### src/hw/rtl/bclp_pkg.sv
`default_nettype none

package bclp_pkg;

    localparam int CFG_W = 16;

    localparam logic [CFG_W-1:0] DEBOUNCE_RST    = 16'd50;
    localparam logic [CFG_W-1:0] DOUBLE_CLICK_RST = 16'd500;
    localparam logic [CFG_W-1:0] LONG_PRESS_RST  = 16'd500;
    localparam logic             POWER_RST       = 1'b0;
    localparam logic             LEVEL_RELEASED  = 1'b1;

    localparam logic [1:0] CLICK_MAX   = 2'd3;
    localparam logic [1:0] PAIR_CLICKS = 2'd2;
    localparam logic [1:0] ONE_CLICK   = 2'd1;

    typedef enum logic [1:0] {
        REG_DEBOUNCE     = 2'd0,
        REG_DOUBLE_CLICK = 2'd1,
        REG_LONG_PRESS   = 2'd2,
        REG_POWER_INIT   = 2'd3
    } cfg_idx_t;

    typedef struct packed {
        logic [CFG_W-1:0] debounce_ms;
        logic [CFG_W-1:0] double_click_ms;
        logic [CFG_W-1:0] long_press_ms;
        logic             power_load;
        logic             power_value;
    } cfg_t;

    typedef struct packed {
        logic pair_pulse;
        logic power_toggle;
        logic power_on;
        logic pressed;
    } res_t;

endpackage

`default_nettype wire

### src/hw/rtl/bclp_if.sv
`default_nettype none

interface bclp_in_if;
    logic        valid;
    logic        ready;
    logic        button_level;
    logic [31:0] now_ms;

    modport source (output valid, output button_level, output now_ms, input ready);
    modport sink   (input valid, input button_level, input now_ms, output ready);
endinterface

interface bclp_out_if;
    logic valid;
    logic ready;
    logic pair_pulse;
    logic power_toggle;
    logic power_on;
    logic pressed;

    modport source (output valid, output pair_pulse, output power_toggle,
                    output power_on, output pressed, input ready);
    modport sink   (input valid, input pair_pulse, input power_toggle,
                    input power_on, input pressed, output ready);
endinterface

`default_nettype wire

### src/hw/rtl/bclp_cfg.sv
`default_nettype none

module bclp_cfg
    import bclp_pkg::*;
(
    input  wire logic             clk,
    input  wire logic             rst_n,
    input  wire logic             cfg_we,
    input  wire logic [1:0]       cfg_index,
    input  wire logic [CFG_W-1:0] cfg_data,
    output cfg_t                  cfg
);

    logic [CFG_W-1:0] debounce_reg, debounce_next;
    logic [CFG_W-1:0] dbl_reg, dbl_next;
    logic [CFG_W-1:0] long_reg, long_next;
    logic             power_load;

    always_comb
    begin
        debounce_next = debounce_reg;
        dbl_next      = dbl_reg;
        long_next     = long_reg;
        power_load    = 1'b0;
        if (cfg_we)
        begin
            case (cfg_idx_t'(cfg_index))
                REG_DEBOUNCE:     debounce_next = cfg_data;
                REG_DOUBLE_CLICK: dbl_next      = cfg_data;
                REG_LONG_PRESS:   long_next     = cfg_data;
                REG_POWER_INIT:   power_load    = 1'b1;
                default:          power_load    = 1'b0;
            endcase
        end
    end

    always_ff @(posedge clk or negedge rst_n)
    begin
        if (!rst_n)
        begin
            debounce_reg <= DEBOUNCE_RST;
            dbl_reg      <= DOUBLE_CLICK_RST;
            long_reg     <= LONG_PRESS_RST;
        end
        else
        begin
            debounce_reg <= debounce_next;
            dbl_reg      <= dbl_next;
            long_reg     <= long_next;
        end
    end

    // power restore takes effect at the write edge itself
    assign cfg.debounce_ms     = debounce_reg;
    assign cfg.double_click_ms = dbl_reg;
    assign cfg.long_press_ms   = long_reg;
    assign cfg.power_load      = power_load;
    assign cfg.power_value     = cfg_data[0];

endmodule

`default_nettype wire

### src/hw/rtl/bclp_core.sv
`default_nettype none

module bclp_core
    import bclp_pkg::*;
#(
    parameter int TIME_WIDTH = 32
)
(
    input  wire logic                  clk,
    input  wire logic                  rst_n,
    input  wire logic                  adv,
    input  wire logic                  level,
    input  wire logic [TIME_WIDTH-1:0] now,
    input  wire cfg_t                  cfg,
    output res_t                       res
);

    logic                  stable_reg, stable_next;
    logic [TIME_WIDTH-1:0] change_reg, change_next;
    logic [TIME_WIDTH-1:0] first_reg, first_next;
    logic [TIME_WIDTH-1:0] last_reg, last_next;
    logic [1:0]            cnt_reg, cnt_next;
    logic                  held_reg, held_next;
    logic                  ldone_reg, ldone_next;
    logic                  power_reg, power_next;

    logic [TIME_WIDTH-1:0] deb_thr, dbl_thr, long_thr;
    logic [TIME_WIDTH-1:0] el_chg, el_last, el_pair;
    logic                  accept, press, release_evt;
    logic [1:0]            cnt_inc;
    logic                  eval, pair, toggle, ldone_mid;

    assign deb_thr  = TIME_WIDTH'(cfg.debounce_ms);
    assign dbl_thr  = TIME_WIDTH'(cfg.double_click_ms);
    assign long_thr = TIME_WIDTH'(cfg.long_press_ms);

    // all differences wrap at TIME_WIDTH bits
    assign el_chg  = now - change_reg;
    assign el_last = now - last_reg;
    assign el_pair = last_reg - first_reg;

    always_comb
    begin
        accept      = (el_chg > deb_thr) && (level != stable_reg);
        press       = accept && !level;
        release_evt = accept && level;

        cnt_inc = cnt_reg;
        if (press && cnt_reg != CLICK_MAX)
            cnt_inc = cnt_reg + 2'd1;

        first_next  = (press && cnt_inc == ONE_CLICK) ? now : first_reg;
        last_next   = press ? now : last_reg;
        change_next = accept ? now : change_reg;
        stable_next = accept ? level : stable_reg;

        // a fresh press makes the time since the last click zero
        eval = !press && (cnt_inc != 2'd0) && (el_last > dbl_thr);
        pair = eval && (cnt_inc == PAIR_CLICKS) && (el_pair <= dbl_thr);
        cnt_next = eval ? 2'd0 : cnt_inc;

        held_next = press ? 1'b1 : (release_evt ? 1'b0 : held_reg);
        ldone_mid = press ? 1'b0 : ldone_reg;

        toggle     = held_next && !ldone_mid && !accept && (el_chg > long_thr);
        power_next = power_reg ^ toggle;
        ldone_next = ldone_mid | toggle;
    end

    always_ff @(posedge clk or negedge rst_n)
    begin
        if (!rst_n)
        begin
            stable_reg <= LEVEL_RELEASED;
            change_reg <= '0;
            first_reg  <= '0;
            last_reg   <= '0;
            cnt_reg    <= '0;
            held_reg   <= 1'b0;
            ldone_reg  <= 1'b0;
            power_reg  <= POWER_RST;
        end
        else
        begin
            if (adv)
            begin
                stable_reg <= stable_next;
                change_reg <= change_next;
                first_reg  <= first_next;
                last_reg   <= last_next;
                cnt_reg    <= cnt_next;
                held_reg   <= held_next;
                ldone_reg  <= ldone_next;
            end
            if (cfg.power_load)
                power_reg <= cfg.power_value;
            else if (adv)
                power_reg <= power_next;
        end
    end

    assign res.pair_pulse   = pair;
    assign res.power_toggle = toggle;
    assign res.power_on     = power_next;
    assign res.pressed      = held_next;

    a_pair_clears: assert property (@(posedge clk) disable iff (!rst_n)
        adv && pair |=> cnt_reg == 2'd0)
        else $error("click count not cleared after pair pulse");

    a_toggle_flips: assert property (@(posedge clk) disable iff (!rst_n)
        adv && toggle && !cfg.power_load |=> power_reg != $past(power_reg))
        else $error("power bit did not flip on long press");

    a_ldone_held: assert property (@(posedge clk) disable iff (!rst_n)
        $rose(ldone_reg) |-> held_reg)
        else $error("long press marked while not held");

    a_change_level: assert property (@(posedge clk) disable iff (!rst_n)
        !$stable(change_reg) |-> !$stable(stable_reg))
        else $error("change time moved without a level change");

endmodule

`default_nettype wire

### src/hw/rtl/button_click_long_press_detector_top.sv
// A word waits in the input stage until the output stage is free or read; its result
// is then registered there. Throughput: one sample word per cycle unless back-pressured;
// state updates in the same cycle the sample is evaluated, so the next one sees it.
// Reset (rst_n low, async): config back to 50/500/500 ms, power off, button released,
// click count and timers cleared, both stages empty.
`default_nettype none

module button_click_long_press_detector_top
    import bclp_pkg::*;
#(
    parameter int TIME_WIDTH = 32
)
(
    input  wire logic             clk,
    input  wire logic             rst_n,
    bclp_in_if.sink               sample,
    bclp_out_if.source            result,
    input  wire logic             cfg_we,
    input  wire logic [1:0]       cfg_index,
    input  wire logic [CFG_W-1:0] cfg_data
);

    cfg_t cfg;
    res_t res;

    logic                  in_vld_reg, in_vld_next;
    logic                  in_level_reg;
    logic [TIME_WIDTH-1:0] in_now_reg;
    logic                  out_vld_reg, out_vld_next;
    res_t                  out_reg;
    logic                  adv, take;

    assign adv  = in_vld_reg && (!out_vld_reg || result.ready);
    assign take = sample.valid && sample.ready;
    assign sample.ready = !in_vld_reg || adv;

    always_comb
    begin
        in_vld_next = in_vld_reg;
        if (take)
            in_vld_next = 1'b1;
        else if (adv)
            in_vld_next = 1'b0;

        out_vld_next = out_vld_reg;
        if (adv)
            out_vld_next = 1'b1;
        else if (result.ready)
            out_vld_next = 1'b0;
    end

    always_ff @(posedge clk or negedge rst_n)
    begin
        if (!rst_n)
        begin
            in_vld_reg  <= 1'b0;
            out_vld_reg <= 1'b0;
        end
        else
        begin
            in_vld_reg  <= in_vld_next;
            out_vld_reg <= out_vld_next;
        end
    end

    always_ff @(posedge clk)
    begin
        if (take)
        begin
            in_level_reg <= sample.button_level;
            in_now_reg   <= TIME_WIDTH'(sample.now_ms);
        end
        if (adv)
            out_reg <= res;
    end

    bclp_cfg u_cfg (
        .clk       (clk),
        .rst_n     (rst_n),
        .cfg_we    (cfg_we),
        .cfg_index (cfg_index),
        .cfg_data  (cfg_data),
        .cfg       (cfg)
    );

    bclp_core #(
        .TIME_WIDTH (TIME_WIDTH)
    ) u_core (
        .clk   (clk),
        .rst_n (rst_n),
        .adv   (adv),
        .level (in_level_reg),
        .now   (in_now_reg),
        .cfg   (cfg),
        .res   (res)
    );

    assign result.valid        = out_vld_reg;
    assign result.pair_pulse   = out_reg.pair_pulse;
    assign result.power_toggle = out_reg.power_toggle;
    assign result.power_on     = out_reg.power_on;
    assign result.pressed      = out_reg.pressed;

endmodule

`default_nettype wire

### src/flat_wrapper.sv
// flat-port wrapper written by rule: the top's interface ports become plain ports
module button_click_long_press_detector_top_flat import bclp_pkg::*;
#(
    parameter int TIME_WIDTH = 32
)
  (clk, rst_n, cfg_we, cfg_index, cfg_data, sample_valid, sample_button_level, sample_now_ms, sample_ready, result_valid, result_pair_pulse, result_power_toggle, result_power_on, result_pressed, result_ready);
  bclp_in_if sample_i ();
  bclp_out_if result_i ();
  input  wire logic clk;
  input  wire logic rst_n;
  input  wire logic cfg_we;
  input  wire logic [1:0] cfg_index;
  input  wire logic [CFG_W-1:0] cfg_data;
  input wire logic [$bits(sample_i.valid)-1:0] sample_valid;
  input wire logic [$bits(sample_i.button_level)-1:0] sample_button_level;
  input wire logic [$bits(sample_i.now_ms)-1:0] sample_now_ms;
  output wire logic [$bits(sample_i.ready)-1:0] sample_ready;
  output wire logic [$bits(result_i.valid)-1:0] result_valid;
  output wire logic [$bits(result_i.pair_pulse)-1:0] result_pair_pulse;
  output wire logic [$bits(result_i.power_toggle)-1:0] result_power_toggle;
  output wire logic [$bits(result_i.power_on)-1:0] result_power_on;
  output wire logic [$bits(result_i.pressed)-1:0] result_pressed;
  input wire logic [$bits(result_i.ready)-1:0] result_ready;
  assign sample_i.valid = sample_valid;
  assign sample_i.button_level = sample_button_level;
  assign sample_i.now_ms = sample_now_ms;
  assign sample_ready = sample_i.ready;
  assign result_valid = result_i.valid;
  assign result_pair_pulse = result_i.pair_pulse;
  assign result_power_toggle = result_i.power_toggle;
  assign result_power_on = result_i.power_on;
  assign result_pressed = result_i.pressed;
  assign result_i.ready = result_ready;
  button_click_long_press_detector_top #(.TIME_WIDTH(TIME_WIDTH)) u_core (.clk(clk), .rst_n(rst_n), .sample(sample_i), .result(result_i), .cfg_we(cfg_we), .cfg_index(cfg_index), .cfg_data(cfg_data));
endmodule
### config.mk
export PLATFORM = sky130hd
export DESIGN_NAME = button_click_long_press_detector_top_flat
export DESIGN_NICKNAME = d
export VERILOG_FILES = /design/src/hw/rtl/bclp_pkg.sv /design/src/hw/rtl/bclp_if.sv /design/src/hw/rtl/bclp_cfg.sv /design/src/hw/rtl/bclp_core.sv /design/src/hw/rtl/button_click_long_press_detector_top.sv /design/src/flat_wrapper.sv
export SDC_FILE = /design/constraint.sdc
export NUM_CORES = 1
export LEC_CHECK = 0
export ABC_AREA = 0
export BUFFER_PORTS_ARGS = -buffer_cell sky130_fd_sc_hd__buf_2
export CAP_MARGIN = 25
export CORE_ASPECT_RATIO = 0.9
export CORE_MARGIN = 3
export CORE_UTILIZATION = 40
export CTS_CLUSTER_SIZE = 25
export DETAILED_ROUTE_END_ITERATION = 16
export PLACE_DENSITY_LB_ADDON = 0.12
export SYNTH_ARGS = -nofsm -noshare
export SYNTH_HDL_FRONTEND = slang
export SYNTH_SLANG_ARGS = --single-unit
### constraint.sdc
create_clock -name clk -period 3.95 [get_ports clk]
set_input_delay 0.5925 -clock clk [delete_from_list [all_inputs] [get_ports clk]]
set_output_delay 0.5925 -clock clk [all_outputs]
set_load 0.02 [all_outputs]
==> metrics.md <==
| Metric | Value |
|---|---|
| Syn Area/Cell | `about 9.5 um^2` |
| Grt met1 use | `between 30% and 40%` |
| Final wirelength | `between 40 and 50 mm` |
| CP Data Arrival Time | `~4.7 ns` |
| Netlist Area Pre-Place | `14100 um^2` |
| Max VDD drop | `0.377 mV` |
| Clk slew on worst S/H paths | `0.08 ns` |
| Leakage power | `8.64 nW` |
| Residual DRC | `0` |
| Max Cap Viol | `0` |
| Critical-path top delay cell | `dfrtp_1` |
| Final Critical Period | `4.34 ns` |
| Sum Neg Setup Slack | `-26.34 ns` |
| Worst skew pair latency | `0.46 ns` |
| Clk pwr share | `between 10% and 20%` |
| Final hold vios | `0` |
| Clock tree sinks | `approximately 190` |
| Critical-path maximum fanout | `2` |
| P&R area growth vs syn | `30.3%` |
| Worst Tran Pin Value | `slightly above 1 ns` |
| Share of cells above drive strength 1 | `between 30% and 40%` |
| Number of diodes | `0` |
| Initial Util | `41.0%` |
| R2R Path End | `u_core.result.pair_pulse` |
| Ys Warns | `0` |
| Worst Hold Class | `in2async` |
| Most used cell, CP | `a21o_1` |
| Final cycle utilization of the critical path | `110%` |
| NumNets Final | `slightly above 2000` |
| Place WS | `-0.609 ns` |
| Register area share after synthesis | `35.0%` |
| NetSw | `about 8.0 mW` |
| Reg2reg path depth | `21` |
| Slowest cell delay on critical path | `between 0.3 and 0.4 ns` |
| Critical path cell sequence | `inv_1, ha_2, inv_1, fa_2, a211oi_4, o21ai_2, a21o_1, or3_4, nand2_2, xnor2_1, ha_1, a21o_1, a211oi_2, o21bai_1, a21o_1, a211oi_2, o2111ai_2, nor3_2, nand4_1, nor4_2, and4_1` |
| Number of flops mapped to enable cells by yosys | `37` |
| Skew final | `0.0121 ns` |
| GR Overflow Total | `0` |
| Syn_nets | `1702` |
| Die Wd | `204 um` |
| Gate Count Post-Synth | `roughly 1500` |
| Comb pwr share | `72.3%` |
| DRT iter0 DRCs | `621` |
| Final Wtd Congestion | `0.923` |
| PwrDens | `985 nW/um^2` |
| RSZ-0062 raised after global routing | `true` |
| Htree depth | `4` |
| Worst Setup SP | `u_core.u_core.last_reg[0]` |
| Critical R2R Launch | `u_core.u_core.last_reg[0]` |
| Die span in y | `184 um` |
| GRT busiest layer | `met2` |
| Kind of critical path | `reg2reg` |
| Initial antenna violation count | `1` |
| Largest net degree at the start of global routing | `66` |
| Clk buf depth | `2` |
| Yosys cell types | `75` |
| Failing checks | `setup timing` |
| GR Util met3 | `4.45%` |
| Worst Setup Start Kind | `flop` |
| Slew Limit Fails | `0` |
| Synth Flop Type | `dfrtp_1` |
| End of the critical path | `u_core.result.pair_pulse` |
| Reg power frac | `17.3%` |
| Antenna Nets Post-Route | `0` |
| Seq cells post-synth | `189` |
| Sw Ratio | `44.1%` |
| DRT Pass-1 Iters | `5` |
| Die ar. | `37500 um^2` |
| Vias | `12200` |
| Reg2Reg Setup Slack | `-0.39 ns` |
| Hold Buf Count CTS | `0` |
| Int Power | `just over 10 mW` |
| Clk root buf | `clkbuf_16` |
| Util after Layout | `53.5%` |
| Hold WS | `between 0.09 and 0.1 ns` |
| Avg WL per Cell | `19.3 um` |
| Async set-reset flop share out of synthesis | `between 80% and 90%` |
| Min setup slack post-route | `-0.395 ns` |
| Endpoints failing setup | `106` |
| Core Region | `~34000 um^2` |
| CTS Buf Count | `17` |
| Cell row count | `64` |
| Met2 usage | `38.1%` |
| Rel. slew slack | `32.6%` |
| Port-buffer cells | `61` |
| WP data required | `4.27 ns` |
| TritonCTS clock tree | `done` |
| Detailed Place HPWL | `33.8 mm` |
| First-pass GRT wire length | `a little under 70 mm` |
| Fmax | `approximately 230 MHz` |
| Critical Path End Type | `flop` |
| Vias in the first global route | `12300` |
| IO Pins | `62` |
| Status | `complete, but fails checks` |
| Vias per cell | `5.39` |
| GRT Overall Usage | `23.6%` |
[cell usage in the layout, fill, tap and decap left out, drive strengths merged, types with 47 or more instances in the layout]
cell type / n
dfrtp: 136
a21oi: 114
inv: 168
buf: 336
nor2: 65
o21ai: 90
ha: 158
nand2: 95
mux2: 127
a21o: 47
[Yosys cell counts, drive strengths merged (6+ instances only)]
master,instances,area [um^2]
nor4,10,77.6
nor2,65,244
xor2,24,210
mux2,127,1430
nand3,29,150
dfrtp,136,3400
ha,158,1980
nand2,95,359
nand4,28,175
xnor2,44,385
clkbuf,30,113
o21bai,10,75.1
o21ai,90,450
a21oi,114,582
a21o,47,353
and3,12,75.1
inv,164,616
nor2b,15,93.8
a211oi,11,82.6
a31o,6,52.6
nand2b,24,150
o31ai,9,67.6
o21a,18,135
a31oi,10,62.6
buf,12,75.1
and2,8,50.1
mux2i,6,60.1
edfxtp,37,1110
dfstp,16,420
nor3,21,105
o211ai,10,75.1
and4,7,61.3
[power by group through the flow]
stage               Combinational (mW)  Clock, mW  Sequential (mW)
finish                            13.1       1.88             3.13
global route                      14.4       2.01             3.20
CTS                               12.7       1.93             3.11
detailed placement                11.8          0             3.15
global placement                  11.8          0             3.12
floorplan                         7.70          0             3.01
[per-layer routing]
layer,vias up,share of wire [%]
li1,6007,-
met1,5972,49
met2,225,46
met3,45,3.8
met4,0,1.5
met5,-,0
[cell families (layout without fill, tap and decap cells)]
logic type / after synthesis / in the layout / synth area share (%)
AOI/OAI and AO/OA: 388 / 388 / 17.7
xor gates and xnor gates: 68 / 68 / 4.23
adders and majority gates: 161 / 161 / 14.5
and+or+nand+nor: 340 / 340 / 12.3
DFF: 189 / 189 / 35.0
muxes: 133 / 133 / 10.6
buffers and inverters: 206 / 533 / 5.70
[worst max-delay path: cells and delay by family, from the launching register on]
family / cells / cell delay [ns]
AO/OA/AOI/OAI: 9 / 1.61
AND/OR/NAND/NOR: 6 / 1.18
adder cells (fa/ha/maj): 3 / 0.81
flip-flops: 1 / 0.38
XOR/XNOR: 1 / 0.12
buffers and inverters: 2 / 0.11
[metrics by stage]
stage          cells  total power [mW]  area [um^2]
5_1_grt         2274              19.7        18400
3_5_place_dp    2196              15.0        16700
2_1_floorplan   1485              10.7        14200
6_report        2274              18.1        18400
4_1_cts         2271              17.8        18200
3_3_place_gp    2196              14.9        16700
[worst min-delay path by stage]
stage | startpoint | end | cells past startpoint
2_1_floorplan | rst_n | u_core.in_vld_reg | 0
3_3_place_gp | u_core.in_vld_reg | u_core.result.valid | 1
3_5_place_dp | u_core.in_vld_reg | u_core.result.valid | 1
4_1_cts | rst_n | u_core.u_core.first_reg[29] | 1
5_1_grt | rst_n | u_core.u_core.first_reg[29] | 1
6_report | rst_n | u_core.u_core.first_reg[29] | 1
[area by class of cell]
| class | count | area, um^2 |
|---|---|---|
| tap | 462 | 578 |
| timing repair buffer | 337 | 2690 |
| sequential | 189 | 4930 |
| fill | 3114 | 16000 |
| clock buffer | 18 | 450 |
| inverter | 164 | 616 |
| clock inverter | 14 | 194 |
| multi-input combinational | 1090 | 8900 |
[timing repair]
item	in CTS	in global routing
buffers inserted	36	10
setup endpoints to repair	106	106
pin swaps	60	40
gates resized for setup	98	49
gates cloned	9	1
(Power assumes the default switching activity.)
